==> config.mk <==
export PLATFORM = sky130hd
export DESIGN_NAME = scpa_ram
export DESIGN_NICKNAME = d
export VERILOG_FILES = /design/src/rtl/core/scpa_ram.sv
export SDC_FILE = /design/constraint.sdc
export NUM_CORES = 1
export LEC_CHECK = 0
export ABC_AREA = 1
export BUFFER_PORTS_ARGS = -buffer_cell sky130_fd_sc_hd__buf_2
export CELL_PAD_IN_SITES_DETAIL_PLACEMENT = 1
export CELL_PAD_IN_SITES_GLOBAL_PLACEMENT = 1
export CORE_ASPECT_RATIO = 0.8
export CORE_UTILIZATION = 49
export DETAILED_ROUTE_END_ITERATION = 6
export PLACE_DENSITY = 0.81
export SLEW_MARGIN = 40
export SYNTH_ARGS = -nofsm -noshare
export SYNTH_HDL_FRONTEND = slang
export SYNTH_SLANG_ARGS = --single-unit
==> constraint.sdc <==
create_clock -name clk -period 1.73 [get_ports clk]
set_clock_uncertainty 0.1 [all_clocks]
set_input_delay 0.346 -clock clk [delete_from_list [all_inputs] [get_ports clk]]
set_output_delay 0.346 -clock clk [all_outputs]
set_load 0.01 [all_outputs]
==> src/rtl/core/scpa_ram.sv <==
`timescale 1ns / 1ps
// Generic single-port-write, single-port-read RAM with registered read data.
// No dependencies.
module scpa_ram #(
	parameter int WIDTH = 8,
	parameter int DEPTH = 16
) (
	input  logic                     clk,
	input  logic                     we,
	input  logic [$clog2(DEPTH)-1:0] waddr,
	input  logic [WIDTH-1:0]         wdata,
	input  logic                     re,
	input  logic [$clog2(DEPTH)-1:0] raddr,
	output logic [WIDTH-1:0]         rdata
);
	logic [WIDTH-1:0] mem [DEPTH];

	always_ff @(posedge clk) begin
		if (we) begin
			mem[waddr] <= wdata;
		end
		if (re) begin
			rdata <= mem[raddr];
		end
	end
endmodule

* Yosys cells after proc, flatten, opt, wreduce, memory -nomap -nowiden
Memories as Yosys holds them, arrays and structs flattened. A register that Yosys moved wholly into a read port is not among the register bits. Index checks and enable logic that the tools add are counted.
Storage, ports and cells: flip-flop bits (word level) 0, RAM bits 128, input bits 19, output and inout bits 8, logic and storage cells 3, memories 1
Operators by class: muxes and demuxes 2
Memories:
- mem | words 16, bits a word 8, read ports 1, clocked after Yosys merged registers in 1, wr ports 1, line 16 | logic [WIDTH-1:0] mem [DEPTH];
Operator list (count):
- 1-bit 2-to-1 mux | 2

* Longest topological paths before layout
Gate-level depths: netlist of run 1.
word-level depth 2, mapped depth 8, gate-level depth less buffers 7

* Least setup slack after synthesis of run 1
Ideal clock, no wire load.
path type in2reg, from in waddr[2], to mem mem[10][0] (enable), setup time 370 ps, arrival 927 ps, data required time 1260 ps, setup slack 333 ps, stages on the path 2, buffers on the path 0, cells stage by stage nand3b_1 > nor2_1
RTL lines:
- start, declared | line 10 | input logic [$clog2(DEPTH)-1:0] waddr,
- end, declared | line 16
No word-level cell before the write port.

* Worst setup path in the final report of run 1
from reg rdata[6] (read register of mem), to out rdata[6]
RTL lines:
- start, declared | line 14 | output logic [WIDTH-1:0] rdata
No word-level cell between the ends.

==> results of run 1 <==
state kept, by name (all words and copies together), names as in the netlist:
register	flops
rdata	8
mem	128
logic make-up (layout without fill, tap and decap cells):
kind of cell / after synthesis / after routing / share of synthesized area
simple gates: 289 / 289 / 0.2076
flops: 136 / 136 / 0.6985
buf+inv: 126 / 186 / 0.09394
layout make-up:
class | instances | area, µm²
well taps | 148 | 185.2
repair buffers | 53 | 382.9
flip-flops and latches | 136 | 4084
clock buffers | 19 | 432.9
clock inverters | 12 | 177.7
inverters | 102 | 382.9
multi-input cells | 289 | 1214
fillers | 1237 | 4702
metal layers:
metal  track usage  vias to the layer above  routed length, µm  part of all wire
li1              -                     1879                  -                 -
met1        0.3608                     2035               6356              0.41
met2        0.4522                      149               7903              0.51
met3       0.07225                       20               1047             0.067
met4       0.08791                        0                231             0.015
met5             0                        -                  0                 0
metrics by stage:
stage | total power, mW | worst slack, ps
finish | 7.992 | 235.2
global route | 8.219 | 217.5
CTS | 8.030 | 241.5
detailed placement | 4.297 | -9.316
global placement | 4.269 | 29.91
floorplan | 4.066 | 333.2
cell usage in the layout (no fill, tap or decap):
master / synthesis / routed
buf_4: 4 / 23
clkinvlp_4: 0 / 1
inv_2: 2 / 2
clkinv_4: 0 / 4
inv_1: 100 / 100
bufinv_16: 0 / 4
nand2_1: 173 / 173
nand3b_1: 2 / 2
clkbuf_1: 0 / 2
nor2_1: 17 / 17
edfxtp_1: 136 / 136
nand3_1: 97 / 97
buf_12: 0 / 4
clkbuf_16: 0 / 17
clkinv_2: 0 / 3
buf_2: 13 / 26
path summary, 6_finish.rpt:
kind                                 end  slack, ps  cells past startpoint
worst min-delay path            rdata[1]        200                      1
worst max-delay path            rdata[6]        240                      1
worst min register to register  rdata[6]        670                      6
worst max register to register  rdata[3]        390                      6
power by group through the flow:
stage                     Sequential [mW]  Combinational, mW  Clock (mW)
final                                3.74              0.492        3.76
after detailed placement             3.81              0.489           0
after global placement               3.80              0.466           0
after floorplan                      3.81              0.260           0
after global routing                 3.74              0.540        3.93
after CTS                            3.74              0.495        3.79
==> reports/metrics.cfg, run 1 <==
[grt]
grt_antenna_before_repair = 0
overflow = 0
grt_pass1_wl_um = 23750
grt_max_degree = 33
grt_pass1_vias = 4322
grt_usage = 0.2767

[sta]
tightest_slew_ps = 632.8
rsz0062_at_grt = false
hold_viol_final = 0
holdWs_ps = 198.8
worst_slew_margin_rel = 0.5775
tns_ps = 0
finalCritPeriodShare = 0.8640
final_max_slew_viol_count = 0
setup_violations = 0
fmaxAchievable_mhz = 669.0
period_minus_slack_ps = 1495

[layout]
syn_to_final_growth_pct = 17.31
final_cells = 759
final_core_util = 0.5933
antenna_cells = 0
fin_area_mm2 = 0.006859
drive_gt1_frac = 0.1375
nNetsFinal = 618

[critical_path]
crit_type = register to primary output
rr_startpoint = mem[3][3]
cp-start-kind = register
crit_family = flip-flops
cp_cell_sequence = buf_2
required_ps = 1280
max_stage_delay_ps = 460
path_buf_inv = 1
cp_max_fo = 1
crit_path_start = rdata[6]
worstPathArrival_ps = 1050
crit_slowest_cell = edfxtp_1
endpoint_kind = primary output

[synthesis]
netlist.area_leader.share = 0.6985
syn_inst = 551
yosysTopAreaCell = edfxtp_1
yosys_warnings = 0
syn-num-nets = 570
synthTopCellsByCount = 173 x nand2_1, 136 x edfxtp_1, 100 x inv_1
synth_edf_count = 136
synth_area_mm2 = 0.005847
ys_seq_area_frac = 0.6985
syn_avg_cell_area_um2 = 10.61
ys.flop_type = edfxtp_1
synth_seq_cells = 136
synth_cell_types = 11
yosys.cell_count.top_type = nand2_1
synth_area_leaders = edfxtp_1 70%, nand2_1 11%, nand3_1 8.3%, inv_1 6.4%, buf_6 1.2%
async_flop_share = 0

[drt]
routed_wl_um = 15540
ant_nets = 0
drtIter0Drc = 434
wl_per_cell_um = 20.47
drt-pass1-iter-count = 5
vias = 4083
drcViolationCount = 0
avgViaCountPerCell = 5.379

[place]
dp_hpwl_um = 9856
io_buffers = 26
dp.cells = 728
globalplace.congestion = 0.8432
placed_area_mm2 = 0.006248

[power]
clockPowerShare = 0.470
combPwrFrac = 0.062
swShare = 0.2167
p_sw_mw = 1.732
ir_drop_mv = 0.8170
power_frac_seq = 0.468
leakage_nw = 2.985
p_int_mw = 6.261
p_per_area_mw_per_mm2 = 1165

[clock_network]
cts_root_buf = clkbuf_16
cts.sinks = 136
hold_buffers = 0
post_cts_buffers = 0
cts.path.max_buffers = 2
cts_buffers = 17
cts-resized-gates = 0
cts_tree = done
htreeDepth = 4
clk-insertion-delay-late_ps = 420
clk_pin_slew_worst_paths_ps = 60

[floorplanning]
row_count = 35
core_area_mm2 = 0.01156
io_pins = 27
die_area_mm2 = 0.01238
die_y_um = 99.70
start_util = 0.5057
die_width_um = 124.1

[run]
drv_cap = 0

[min_path]
min_from = re
hold_path_class = input port to register

[run_status]
outcome = finished, final reports clean

Note: power is estimated with default switching activity, not from simulation.
==> inputs of run 2 (changes only) <==
--- a/config.mk
+++ b/config.mk
@@ -15,2 +15,3 @@
 export PLACE_DENSITY = 0.81
+export SETUP_SLACK_MARGIN = 0.05
 export SLEW_MARGIN = 40
--- a/constraint.sdc
+++ b/constraint.sdc
@@ -4,2 +4,2 @@
 set_output_delay 0.346 -clock clk [all_outputs]
-set_load 0.01 [all_outputs]
+set_load 0.1 [all_outputs]
==> run 2 against run 1 <==
Utilization up 0.087 points. Worst hold slack improved by 2.2 ps. First-iteration DRC count is 6.9% lower. Sequential cell count unchanged. Die area did not move. Power grew 1.4%. Critical endpoint is now rdata[5]. Highest routed layer unchanged.
==> reports/metrics.cfg, run 2 (same netlist as run 1, synthesis figures left out) <==
[critical_path]
rr_startpoint = mem[3][3]
crit_type = register to primary output
cp_cell_sequence = buf_2
max_stage_delay_ps = 440  ; -20 ps
worst-path-stages = 1  ; unchanged
required_ps = 1280  ; about the same
path_buf_inv = 1  ; unchanged
crit_slowest_cell = buf_2
worst_r2r_endpoint = rdata[3]
worstPathArrival_ps = 1210  ; +160 ps
crit_path_end = rdata[5]
r2r_slack_ps = 400  ; about the same
crit_path_start = rdata[5]
rr_worst_depth = 6  ; unchanged
cp_max_fo = 1  ; unchanged
crit_family = buffers and inverters
endpoint_kind = primary output
cp-start-kind = register

[floorplanning]
die_y_um = 99.70  ; unchanged
die_width_um = 124.1  ; unchanged
row_count = 35  ; unchanged
die_area_mm2 = 0.01238  ; unchanged
start_util = 0.5057  ; unchanged
io_pins = 27  ; unchanged
core_area_mm2 = 0.01156  ; unchanged

[sta]
setup_violations = 0  ; unchanged
hold_viol_final = 0  ; unchanged
worst_slew_margin_rel = 0.5747  ; -0.002847
rsz0062_at_grt = false
final_max_slew_viol_count = 0  ; unchanged
period_minus_slack_ps = 1654  ; +159.0 ps
fmaxAchievable_mhz = 604.7  ; -9.6%
tns_ps = 0  ; unchanged
tightest_slew_ps = 637.1  ; +4.264 ps
finalCritPeriodShare = 0.9559  ; +0.09188
worst_slack_ps = 76.24  ; -159.0 ps

[layout]
largest_register_ff_count = 128  ; unchanged
top_register = mem
final_core_util = 0.5942  ; +0.0008660
nNetsFinal = 618  ; unchanged
largestRegisters = mem x128, rdata x8
fillerInstances = 1237  ; unchanged
final_cells = 759  ; unchanged
final_cell_mix = 173 x nand2_1, 136 x edfxtp_1, 100 x inv_1, 97 x nand3_1, 26 x buf_4
antenna_cells = 0  ; unchanged
syn_to_final_growth_pct = 17.48
drive_gt1_frac = 0.1375  ; unchanged
layout_commonest_cell = nand2_1

[clock_network]
clk_pin_slew_worst_paths_ps = 60  ; about the same
cts_buffers = 17  ; unchanged
hold_buffers = 0  ; unchanged
post_cts_buffers = 0  ; unchanged
cts.sinks = 136  ; unchanged
htreeDepth = 4  ; unchanged
clk-insertion-delay-late_ps = 420  ; about the same
cts_root_buf = clkbuf_16
cts_tree = done
cts.path.max_buffers = 2  ; unchanged

[place]
io_buffers = 26  ; unchanged
dp_hpwl_um = 9856  ; unchanged
dp.cells = 728  ; unchanged
dpl_worst_slack_ps = -9.316  ; unchanged
globalplace.congestion = 0.8432  ; unchanged

[power]
clockPowerShare = 0.464  ; -0.006
p_int_mw = 6.265  ; about the same
ir_drop_mv = 0.8170  ; about the same
combPwrFrac = 0.074  ; +0.012
total_power_mw = 8.104  ; +1.4%
p_per_area_mw_per_mm2 = 1180  ; +1.2%
swShare = 0.2269  ; +0.01022
leakage_nw = 2.988  ; +0.10%
p_sw_mw = 1.838  ; +6.2%
power_frac_seq = 0.462  ; -0.006

[run]
drv_cap = 0  ; unchanged

[grt]
overflow = 0  ; unchanged
grt_pass1_wl_um = 23750  ; unchanged
grt_pass1_vias = 4314  ; -0.19%
grt_antenna_before_repair = 0  ; unchanged
grt_usage = 0.2767  ; unchanged
grt_max_degree = 33  ; unchanged

[drt]
routed_wl_um = 15540  ; about the same
ant_nets = 0  ; unchanged
vias = 4086  ; +0.073%
drcViolationCount = 0  ; unchanged
avgViaCountPerCell = 5.383  ; about the same
drtIter0Drc = 404  ; -6.9%
wl_per_cell_um = 20.47  ; about the same
drt-pass1-iter-count = 5  ; unchanged

[min_path]
hold_path_class = input port to register
whs_path_depth = 1  ; unchanged

[run_status]
outcome = finished, final reports clean

## run 2: changes by cell type in the layout (fill, tap and decap cells not counted)
cell	before	now
buf_2	26	22
buf_4	23	26
clkbuf_4	0	1
## run 2: final cells by class
| type | instances | area [µm²] | share of cell area |
|---|---|---|---|
| Sequential cell | 136 | 4084 | 0.5945 |
| Multi-Input combinational cell | 289 | 1214 | 0.1767 |
| Clock buffer | 19 | 432.9 | 0.06302 |
| Timing Repair Buffer | 53 | 392.9 | 0.05719 |
| Inverter | 102 | 382.9 | 0.05574 |
| Tap cell | 148 | 185.2 | 0.02696 |
| Clock inverter | 12 | 177.7 | 0.02587 |
## run 2: worst min-delay path by stage
stage               slack [ps]         to     start
floorplan                  340  mem[0][0]  wdata[0]
global placement           620   rdata[1]        re
detailed placement         620   rdata[2]        re
CTS                        190   rdata[1]        re
global route               190   rdata[1]        re
finish                     200   rdata[1]        re
## run 2: what timing repair did
action / in CTS / in global routing
endpoints found under the hold margin: 0 / 0
resized for setup: 3 / 1
endpoints found under the setup margin: 3 / 1
## run 2: layer usage
layer / vias up / routed length [µm] / track usage
met1: 2036 / 6282 / 0.3612
met4: 0 / 207 / 0.08791
met5: - / 0 / 0
met3: 18 / 1099 / 0.07225
li1: 1879 / - / -
met2: 153 / 7947 / 0.4518
## run 2: metrics by stage
| step | hold slack (ps) | area [µm²] |
|---|---|---|
| after floorplan | 344.9 | 5847 |
| after global placement | 616.5 | 6248 |
| after detailed placement | 622.6 | 6248 |
| after CTS | 186.9 | 6867 |
| after global routing | 188.7 | 6869 |
| final | 201.0 | 6869 |
## run 2: power by group through the flow
| stage | Clock [mW] | Sequential [mW] | Combinational (mW) |
|---|---|---|---|
| 2_1_floorplan | 0 | 3.91 | 0.260 |
| 3_3_place_gp | 0 | 3.80 | 0.573 |
| 3_5_place_dp | 0 | 3.81 | 0.596 |
| 4_1_cts | 3.79 | 3.74 | 0.606 |
| 5_1_grt | 3.93 | 3.74 | 0.651 |
| 6_report | 3.76 | 3.74 | 0.602 |
