===== config.mk =====
export PLATFORM = sky130hd
export DESIGN_NAME = scpa_stats
export DESIGN_NICKNAME = d
export VERILOG_FILES = /design/src/rtl/core/scpa_pkg.sv /design/src/rtl/core/scpa_stats.sv
export SDC_FILE = /design/constraint.sdc
export NUM_CORES = 1
export LEC_CHECK = 0
export BUFFER_PORTS_ARGS = -buffer_cell sky130_fd_sc_hd__buf_4
export CELL_PAD_IN_SITES_DETAIL_PLACEMENT = 1
export CELL_PAD_IN_SITES_GLOBAL_PLACEMENT = 1
export CORE_MARGIN = 5
export CORE_UTILIZATION = 40
export CTS_CLUSTER_SIZE = 28
export DETAILED_ROUTE_END_ITERATION = 16
export MAX_ROUTING_LAYER = met4
export PLACE_DENSITY = 0.85
export SLEW_MARGIN = 20
export SYNTH_ARGS = -nofsm -noshare
export SYNTH_HDL_FRONTEND = slang
export SYNTH_SLANG_ARGS = --single-unit

===== constraint.sdc =====
create_clock -name clk -period 6.9 [get_ports clk]
set_input_delay 1.035 -clock clk [delete_from_list [all_inputs] [get_ports clk]]
set_output_delay 1.035 -clock clk [all_outputs]
set_load 0.01 [all_outputs]

===== src/rtl/core/scpa_pkg.sv =====
`timescale 1ns / 1ps
// Shared types, constants and helper functions for the size class pool allocator.
// No dependencies; every file but scpa_ram imports this package.
package scpa_pkg;

	localparam int SMALL_SLOTS  = 1024;
	localparam int MEDIUM_SLOTS = 256;
	localparam int LARGE_SLOTS  = 64;
	localparam int TOTAL_SLOTS  = SMALL_SLOTS + MEDIUM_SLOTS + LARGE_SLOTS;
	localparam int ADDR_W       = $clog2(TOTAL_SLOTS);

	localparam int SLOT_W  = 10;
	localparam int COUNT_W = 11;
	localparam int BYTES_W = 40;
	localparam int GRANT_W = 32;
	localparam int REQ_W   = 32;
	localparam int SIZE_W  = 16;
	localparam int HDR_W   = 6;

	localparam logic [BYTES_W-1:0] BYTES_MAX = {BYTES_W{1'b1}};
	localparam logic [GRANT_W-1:0] GRANT_MAX = {GRANT_W{1'b1}};

	typedef enum logic {
		OP_ALLOC = 1'b0,
		OP_FREE  = 1'b1
	} opcode_t;

	typedef enum logic [1:0] {
		CLS_SMALL  = 2'd0,
		CLS_MEDIUM = 2'd1,
		CLS_LARGE  = 2'd2,
		CLS_SYSTEM = 2'd3
	} class_t;

	typedef enum logic [1:0] {
		ST_POOL_ALLOC = 2'd0,
		ST_FALLBACK   = 2'd1,
		ST_FREED      = 2'd2,
		ST_REJECTED   = 2'd3
	} status_t;

	typedef enum logic [1:0] {
		CFG_HEADER = 2'd0,
		CFG_SMALL  = 2'd1,
		CFG_MEDIUM = 2'd2,
		CFG_LARGE  = 2'd3
	} cfg_index_t;

	typedef enum logic [1:0] {
		FSM_IDLE = 2'd0,
		FSM_CALC = 2'd1,
		FSM_EXEC = 2'd2
	} fsm_state_t;

	// One slot's memory word: free list link, allocated flag, request size.
	typedef struct packed {
		logic [SLOT_W-1:0] link;
		logic              allocated;
		logic [SIZE_W-1:0] bytes;
	} slot_entry_t;

	localparam int ENTRY_W = $bits(slot_entry_t);

	typedef struct packed {
		logic               commit;
		logic               add;
		logic               sub;
		logic               count;
		class_t             count_cls;
		logic [REQ_W-1:0]   amount;
	} stat_cmd_t;

	function automatic logic [COUNT_W-1:0] class_slots(input logic [1:0] c);
		logic [COUNT_W-1:0] n;
		case (c)
			CLS_SMALL:  n = COUNT_W'(SMALL_SLOTS);
			CLS_MEDIUM: n = COUNT_W'(MEDIUM_SLOTS);
			default:    n = COUNT_W'(LARGE_SLOTS);
		endcase
		return n;
	endfunction

	function automatic logic [ADDR_W-1:0] class_base(input logic [1:0] c);
		logic [ADDR_W-1:0] b;
		case (c)
			CLS_SMALL:  b = '0;
			CLS_MEDIUM: b = ADDR_W'(SMALL_SLOTS);
			default:    b = ADDR_W'(SMALL_SLOTS + MEDIUM_SLOTS);
		endcase
		return b;
	endfunction

endpackage


===== src/rtl/core/scpa_stats.sv =====
`timescale 1ns / 1ps
// Saturating byte counters and per-class grant counters.
// Depends on scpa_pkg for stat_cmd_t and widths.
module scpa_stats import scpa_pkg::*; (
	input  logic               clk,
	input  logic               arst_n,
	input  stat_cmd_t          cmd,
	output logic [BYTES_W-1:0] cur_nxt,
	output logic [BYTES_W-1:0] peak_nxt
);
	logic [BYTES_W-1:0] cur_q, peak_q, tot_alloc_q, tot_free_q;
	logic [GRANT_W-1:0] grant_q [4];
	logic [BYTES_W:0]   cur_sum, alloc_sum, free_sum;
	logic [BYTES_W-1:0] amt, alloc_nxt, free_nxt;

	assign amt       = BYTES_W'(cmd.amount);
	assign cur_sum   = {1'b0, cur_q} + {1'b0, amt};
	assign alloc_sum = {1'b0, tot_alloc_q} + {1'b0, amt};
	assign free_sum  = {1'b0, tot_free_q} + {1'b0, amt};

	always_comb begin
		cur_nxt   = cur_q;
		alloc_nxt = tot_alloc_q;
		free_nxt  = tot_free_q;
		if (cmd.add) begin
			cur_nxt   = cur_sum[BYTES_W] ? BYTES_MAX : cur_sum[BYTES_W-1:0];
			alloc_nxt = alloc_sum[BYTES_W] ? BYTES_MAX : alloc_sum[BYTES_W-1:0];
		end else if (cmd.sub) begin
			cur_nxt  = (cur_q > amt) ? cur_q - amt : '0;
			free_nxt = free_sum[BYTES_W] ? BYTES_MAX : free_sum[BYTES_W-1:0];
		end
		peak_nxt = (cur_nxt > peak_q) ? cur_nxt : peak_q;
	end

	always_ff @(posedge clk or negedge arst_n) begin
		if (!arst_n) begin
			cur_q       <= '0;
			peak_q      <= '0;
			tot_alloc_q <= '0;
			tot_free_q  <= '0;
			for (int i = 0; i < 4; i++) begin
				grant_q[i] <= '0;
			end
		end else if (cmd.commit) begin
			cur_q       <= cur_nxt;
			peak_q      <= peak_nxt;
			tot_alloc_q <= alloc_nxt;
			tot_free_q  <= free_nxt;
			if (cmd.count && grant_q[cmd.count_cls] != GRANT_MAX) begin
				grant_q[cmd.count_cls] <= grant_q[cmd.count_cls] + 1'b1;
			end
		end
	end
endmodule


==> flow_summary.yaml, run 1 <==
synthesis:
  synth_top_cells_by_area: "dfrtp_1 (20%), ha_1 (13%), mux2_2 (8.2%)"
  ys_types: 83
  ys_seq_area_share_pct: 20.0
  yosysMostFrequentCell: "inv_1"
  yosysTopAreaCell: "dfrtp_1"
  syn_avg_cell_area_sq_um: 7.68
  synth_edf_count: 0
  synthTopCellsByCount: "inv_1 (133), a21oi_1 (116), nand2_1 (115)"
  ys_warn_count: 0
  ys_ff_latch: 80
  syn-num-nets: 1451
  syn_area_sq_um: 10000
  synth_top_area_share_pct: 20.0
  async_flop_share_pct: 100
  postSynthCellCount: 1305
  ys.flop_type: "dfrtp_1"
die:
  io_pins: 120
  die_h_um: 168
  start_util_pct: 40.2
  row_count: 58
  die_x_um: 168
timing:
  grt_repair_worst_endpoint: "peak_nxt[39]"
  worstEpCategory: "primary output"
place:
  io_buffers: 116
  place_congestion: 1.01
  postPlaceCellArea_sq_um: 14100
  dp_hpwl_mm: 40.6
run_status:
  error_line: "[ERROR GRT-0232] Routing congestion too high. Check the congestion heatmap in the GUI."
  failed_stage: "5_1_grt"
  status: "stopped before the end"
clocking:
  hold_buffers: 0
  h-tree-depth: 3
  numCtsBuffers: 9
  clock_path_buffers: 2
  cts_sinks: 80
  ctsRootBufferMaster: "clkbuf_16"
global_route:
  grt-ovfl-total: 154
  antenna_found_initial: 13
  grtUsageTotal_pct: 81.3
  grt_max_degree: 67
stage by stage:
stage               worst slack [ps]  setup TNS (ps)  instances
floorplan                      -21.8            -458       1305
global placement                -723          -20490       2076
detailed placement              -883          -31690       2076
CTS                             -380          -12250       2121
routing by layer:
metal,track usage (%),overflow
met5,-,-
met4,77.4,61
met3,70.6,16
met2,93.0,67
met1,79.7,10
repair_timing:
item | CTS
gates resized for setup | 208
endpoints found under the setup margin | 70
gates cloned | 2
pin swaps | 41
setup buffers | 28
hold endpoints to repair | 0
cell families after synthesis:
logic type	count (synthesis)	share of synthesized area (%)
and+or+nand+nor	377	18.0
xor gates and xnor gates	1	0.0874
adders and majority gates	106	13.4
AOI/OAI and AO/OA	462	32.1
muxes	76	8.50
buffers and inverters	203	8.01
DFF	80	20.0
==> run 2, diff against run 1 <==
==> config.mk (replaced) <==
export PLATFORM = sky130hd
export DESIGN_NAME = scpa_stats
export DESIGN_NICKNAME = d
export VERILOG_FILES = /design/src/rtl/core/scpa_pkg.sv /design/src/rtl/core/scpa_stats.sv
export SDC_FILE = /design/constraint.sdc
export NUM_CORES = 1
export LEC_CHECK = 0
export BUFFER_PORTS_ARGS = -buffer_cell sky130_fd_sc_hd__buf_4
export CORE_MARGIN = 5
export CORE_UTILIZATION = 25
export DETAILED_ROUTE_END_ITERATION = 16
export PLACE_DENSITY_LB_ADDON = 0.15
export SLEW_MARGIN = 20
export SYNTH_ARGS = -nofsm -noshare
export SYNTH_HDL_FRONTEND = slang
export SYNTH_SLANG_ARGS = --single-unit
==> constraint.sdc (replaced) <==
create_clock -name clk -period 8.97 [get_ports clk]
set_input_delay 1.3455 -clock clk [delete_from_list [all_inputs] [get_ports clk]]
set_output_delay 1.3455 -clock clk [all_outputs]
set_load 0.01 [all_outputs]
==> run 2 against run 1 <==
  * The flow now finishes without violations
  * Synthesized area did not move
  * Synthesized cell count is the same
==> flow_summary.yaml, run 2 <==
place:
  dp_hpwl_mm: 33.0
  place_congestion: 0.873
  io_buffers: 116
  dpl.cell_count: 1949
  postPlaceCellArea_sq_um: 11800
route:
  ant_nets: 0
  vias_per_cell: 5.34
  drc: 0
  vias: 10495
  first_pass_iters: 5
  drt_iter0_drc: 796
  wl_mm: 41.6
  wire_per_inst_um: 21.2
critical_path:
  crit_arrival_ps: 7210
  crit_path_frequent_cell: "buf_4"
  max_stage_delay_ps: 580
  path_buf_inv: 7
  critical-path-top-delay-family: "compound AO/OA/AOI/OAI gates"
  worstSetupPathType: "primary input to primary output"
  cp-end-kind: "primary output"
  crit_path_start_kind: "primary input"
  crit_required_ps: 7620
  crit_chain: "buf_4, ha_1, inv_1, fa_1, nor2_1, o311a_4, a31o_1, o41a_4, a211o_4, a21oi_4, buf_4, a221oi_1, o22ai_1, inv_1, ha_1, nand4_1, nor4_1, buf_4, nand2_1, or4_1, o21ai_4, buf_4, mux2_2, buf_4"
  cp_slowest_cell: "or4_1"
  crit_fanout: 28
clocking:
  clock_path_buffers: 2
  cts_sinks: 80
  insertion_delay_ps: 380
  hold_buffers: 0
  cts_setup_buffers: 0
  clk_pin_slew_ps: 60
  numCtsBuffers: 9
  h-tree-depth: 3
  ctsRootBufferMaster: "clkbuf_16"
  cts_tree: "done"
layout:
  instances_no_fill: 1965
  final_cell_mix: "buf_4 (185), inv_1 (133), nand2_1 (115), a21oi_1 (115), ha_1 (104)"
  syn_to_final_growth_pct: 21.2
  nFillCells: 4308
  stdcell_area_sq_um: 12200
  final_common_cell: "buf_4"
  largestRegisters: "cur_q (40), peak_q (40)"
  post-route-util_pct: 30.6
  diodes: 0
  fin_nets: 1581
  drive_gt1_share_pct: 21.9
timing:
  relSlewSlack_pct: 31.1
  holdWs_ps: 506
  setup_violations: 0
  timing.final.crit_share_pct: 95.3
  fin_skew_ps: 13.9
  drv_slew: 0
  worst_pin_slew_ps: 1030
  hold_viol_final: 0
  period_needed_ps: 8550
  tns_ps: 0
  rsz0062_at_grt: "no"
  clock.fmax_mhz: 117
pwr:
  seq_power_share_pct: 14.6
  power.switching_mw: 2.65
  ir_worst_vdd_v: 0.000203
  power-per-cell-area_nw_per_um2: 417
  p_leak_nw: 5.48
  sw_frac_of_total_pct: 52.2
  intPower_mw: 2.42
  power.share.clock_pct: 8.0
  p_comb_share_pct: 77.4
run_status:
  status: "complete, no violations"
synthesis:
  ys_types: 83
  ys_ff_latch: 80
  syn_area_sq_um: 10000
  async_flop_share_pct: 100
  syn_avg_cell_area_sq_um: 7.68
  synthTopCellsByCount: "inv_1 (133), a21oi_1 (116), nand2_1 (115)"
  postSynthCellCount: 1305
  synth_top_cells_by_area: "dfrtp_1 (20%), ha_1 (13%), mux2_2 (8.2%)"
  yosysTopAreaCell: "dfrtp_1"
  ys.flop_type: "dfrtp_1"
  ys_warn_count: 0
  synth_edf_count: 0
  ys_seq_area_share_pct: 20.0
  syn-num-nets: 1451
  synth_top_area_share_pct: 20.0
  yosysMostFrequentCell: "inv_1"
die:
  start_util_pct: 25.2
  die_x_um: 210
  coreArea_sq_um: 39700
  row_count: 73
  die_h_um: 210
  io_pins: 120
  dieArea_sq_um: 44200
worst_hold_path:
  hp-class: "register to register"
global_route:
  grt_pass1_vias: 10169
  antenna_found_initial: 0
  grt_max_degree: 65
  grt_pass1_wl_mm: 63.4
  grtUsageTotal_pct: 18.5
  grt-ovfl-total: 0
job:
  drv_cap: 0
run 2: cell counts after synthesis:
Identical to the previous run, type by type.
run 2: routing by layer:
| metal | global-route usage [%] | vias to the layer above | share of wire (%) |
|---|---|---|---|
| met1 | 27.8 | 5067 | 50 |
| met4 | 4.39 | 0 | 1.8 |
| li1 | - | 5096 | - |
| met2 | 27.7 | 291 | 43 |
| met5 | 0 | - | 0 |
| met3 | 2.68 | 41 | 5.2 |
run 2: timing repair:
item                                    CTS  global route
hold endpoints to repair                  0             0
resized for setup                         0             3
endpoints found under the setup margin    0             9
run 2: final timing paths:
kind | cells past startpoint | slack (ps) | to | from
worst min-delay path | 2 | 510 | peak_q[6] | peak_q[6]
min in group asynchronous | 1 | 840 | cur_q[29] | arst_n
worst max register to register | 22 | 2300 | peak_q[12] | cur_q[2]
worst max-delay path | 24 | 420 | peak_nxt[7] | cmd[0]
max in group asynchronous | 2 | 6910 | peak_q[4] | arst_n
worst min register to register | 2 | 510 | peak_q[6] | peak_q[6]
run 2: layout make-up:
| type | count | area [sq um] | area share, % |
|---|---|---|---|
| clock buffers | 11 | 233 | 1.92 |
| clock inverters | 5 | 57.6 | 0.474 |
| inverters | 135 | 507 | 4.17 |
| multi-input cells | 1022 | 7270 | 59.8 |
| flip-flops and latches | 80 | 2000 | 16.5 |
| well taps | 525 | 657 | 5.41 |
| repair buffers | 187 | 1430 | 11.8 |
run 2: cells by family (layout without fill, tap and decap cells):
logic type	Yosys count	in the layout	share of synthesized area, %
fa+ha+maj	106	106	13.4
xor+xnor	1	1	0.0874
mux	76	76	8.50
buf+inv	203	338	8.01
compound gates	462	462	32.1
simple gates	377	377	18.0
flops	80	80	20.0
run 2: power by group through the flow:
stage | clock network (mW) | logic [mW] | registers (mW)
global placement | 0 | 3.90 | 0.739
global route | 0.432 | 4.32 | 0.771
finish | 0.405 | 3.93 | 0.740
floorplan | 0 | 2.39 | 0.657
detailed placement | 0 | 3.90 | 0.742
CTS | 0.422 | 3.92 | 0.736
run 2: per-stage QoR:
stage	setup WS [ps]	total power, mW
finish	418	5.07
global route	12.6	5.52
CTS	342	5.08
detailed placement	359	4.64
global placement	384	4.64
floorplan	1070	3.04
run 2: worst register-to-register path: cells and delay by family (launching register included):
family                   cells  cell delay [ps]
AO/OA/AOI/OAI                8             2290
AND/OR/NAND/NOR              6             1470
buffers and inverters        5             1200
adder cells (fa/ha/maj)      2              770
flip-flops                   1              430
multiplexers                 1              400
Note: power is estimated with default switching activity, not from simulation.
==> run 3, diff against run 2 <==
--- a/config.mk
+++ b/config.mk
@@ -8,6 +8,7 @@
 export BUFFER_PORTS_ARGS = -buffer_cell sky130_fd_sc_hd__buf_4
 export CORE_MARGIN = 5
 export CORE_UTILIZATION = 25
+export CTS_BUF_LIST = sky130_fd_sc_hd__clkbuf_4
 export DETAILED_ROUTE_END_ITERATION = 16
 export PLACE_DENSITY_LB_ADDON = 0.15
 export SLEW_MARGIN = 20
==> run 3 against run 2 <==
  * Critical path depth did not move
  * Count of clock-buffer cells in the layout is the same
  * Clock power down 35%
  * Hold slack better by 17 ps
==> flow_summary.yaml, run 3 (synthesis results as in run 2) <==
run_status:
  status: "complete, no violations"
route:
  vias_per_cell: 5.35
  ant_nets: 0
  first_pass_iters: 6
  drt_iter0_drc: 789
  wire_per_inst_um: 21.2
  vias: 10514
  wl_mm: 41.7
  drc: 0
layout:
  syn_to_final_growth_pct: 19.7
  fin_nets: 1581
  final_cell_mix: "buf_4 (185), inv_1 (133), nand2_1 (115), a21oi_1 (115), ha_1 (104)"
  drive_gt1_share_pct: 22.1
  instances_no_fill: 1966
  largestRegisters: "cur_q (40), peak_q (40)"
  final_common_cell: "buf_4"
global_route:
  grt-ovfl-total: 0
  grt_pass1_wl_mm: 63.3
  grt_max_degree: 65
  antenna_found_initial: 1
  grt_pass1_vias: 10174
  grtUsageTotal_pct: 18.5
die:
  die_h_um: 210
  start_util_pct: 25.2
  io_pins: 120
  dieArea_sq_um: 44200
  coreArea_sq_um: 39700
  row_count: 73
  die_x_um: 210
clocking:
  clk_pin_slew_ps: 130
  ctsRootBufferMaster: "clkbuf_4"
  insertion_delay_ps: 560
  numCtsBuffers: 9
  cts_tree: "done"
  clock_path_buffers: 2
  cts_sinks: 80
  h-tree-depth: 3
place:
  place_congestion: 0.873
  dp_hpwl_mm: 33.0
  preCtsSetupSlack_ps: 359
  dpl.cell_count: 1949
  io_buffers: 116
timing:
  setup_slack_ps: 419
  tns_ps: 0
  clock.fmax_mhz: 117
  worst_pin_slew_ps: 1030
  hold_viol_final: 0
  drv_slew: 0
  relSlewSlack_pct: 31.4
  period_needed_ps: 8550
  holdWs_ps: 523
  fin_skew_ps: 39.1
  setup_violations: 0
  timing.final.crit_share_pct: 95.3
  rsz0062_at_grt: "no"
pwr:
  power.switching_mw: 2.63
  power-per-cell-area_nw_per_um2: 411
  sw_frac_of_total_pct: 53.4
  seq_power_share_pct: 14.9
  power.share.clock_pct: 5.4
  p_comb_share_pct: 79.7
  ir_worst_vdd_v: 0.000203
  intPower_mw: 2.30
  p_leak_nw: 5.42
  totalPowerFinal_mw: 4.93
critical_path:
  worstSetupPathType: "primary input to primary output"
  crit_required_ps: 7620
  cp-end-kind: "primary output"
  crit_path_start_kind: "primary input"
  r2r_cells: 22
  crit_fanout: 28
  crit_arrival_ps: 7210
worst_hold_path:
  hold_depth: 2
  hp-class: "register to register"
job:
  drv_cap: 0
[run 3: changes by cell type in the layout (fill, tap and decap cells not counted), sizes merged]
cell,previous run,this run
diode,0,1
[run 3: through the flow]
step	util (%)	instance area, sq um
final	30.2	12000
after global routing	30.2	12000
after CTS	30.2	12000
after detailed placement	29.8	11800
after global placement	29.8	11800
after floorplan	-	10000
[run 3: worst paths after layout]
path / endpoint / start / slack (ps)
min in group asynchronous: cur_q[26] / arst_n / 630
hold reg to reg: peak_q[6] / peak_q[6] / 520
setup / recovery: peak_nxt[7] / cmd[0] / 420
hold / removal: peak_q[6] / peak_q[6] / 520
setup reg to reg: peak_q[12] / cur_q[2] / 2280
max in group asynchronous: peak_q[4] / arst_n / 7070
[run 3: power by group through the flow]
stage          registers (mW)  logic, mW  clock network, mW
2_1_floorplan           0.657       2.39                  0
3_3_place_gp            0.739       3.90                  0
3_5_place_dp            0.742       3.90                  0
4_1_cts                 0.733       3.92              0.278
5_1_grt                 0.768       4.32              0.286
6_report                0.736       3.93              0.265
[run 3: timing repair]
action / CTS / global route
hold buffers: 0 / 0
endpoints found under the setup margin: 0 / 10
setup buffers: 0 / 0
resized for setup: 0 / 3
[run 3: per-layer routing]
layer / vias up / GRT usage (%) / wire length [um] / part of all wire, %
met5: - / 0 / 0 / 0
met2: 278 / 27.7 / 17800 / 43
li1: 5100 / - / - / -
met1: 5103 / 27.9 / 21200 / 51
met3: 33 / 2.13 / 1920 / 4.6
met4: 0 / 5.06 / 736 / 1.8
[run 3: critical path: stages]
cell and delay [ps]:
buf_4 130, ha_1 210, inv_1 70, fa_1 220, nor2_1 80, o311a_4 350
a31o_1 230, o41a_4 490, a211o_4 400, a21oi_4 170, buf_4 410, a221oi_1 170
o22ai_1 360, inv_1 130, ha_1 300, nand4_1 120, nor4_1 270, buf_4 200
nand2_1 70, or4_1 580, o21ai_4 120, buf_4 260, mux2_2 360, buf_4 140
[run 3: area by class of cell]
| class | count | area [sq um] |
|---|---|---|
| fillers | 4329 | 27700 |
| clock inverters | 5 | 57.6 |
| repair buffers | 187 | 1430 |
| multi-input cells | 1022 | 7270 |
| inverters | 135 | 507 |
| flip-flops and latches | 80 | 2000 |
| clock buffers | 11 | 82.6 |
| diodes | 1 | 2.50 |
| well taps | 525 | 657 |
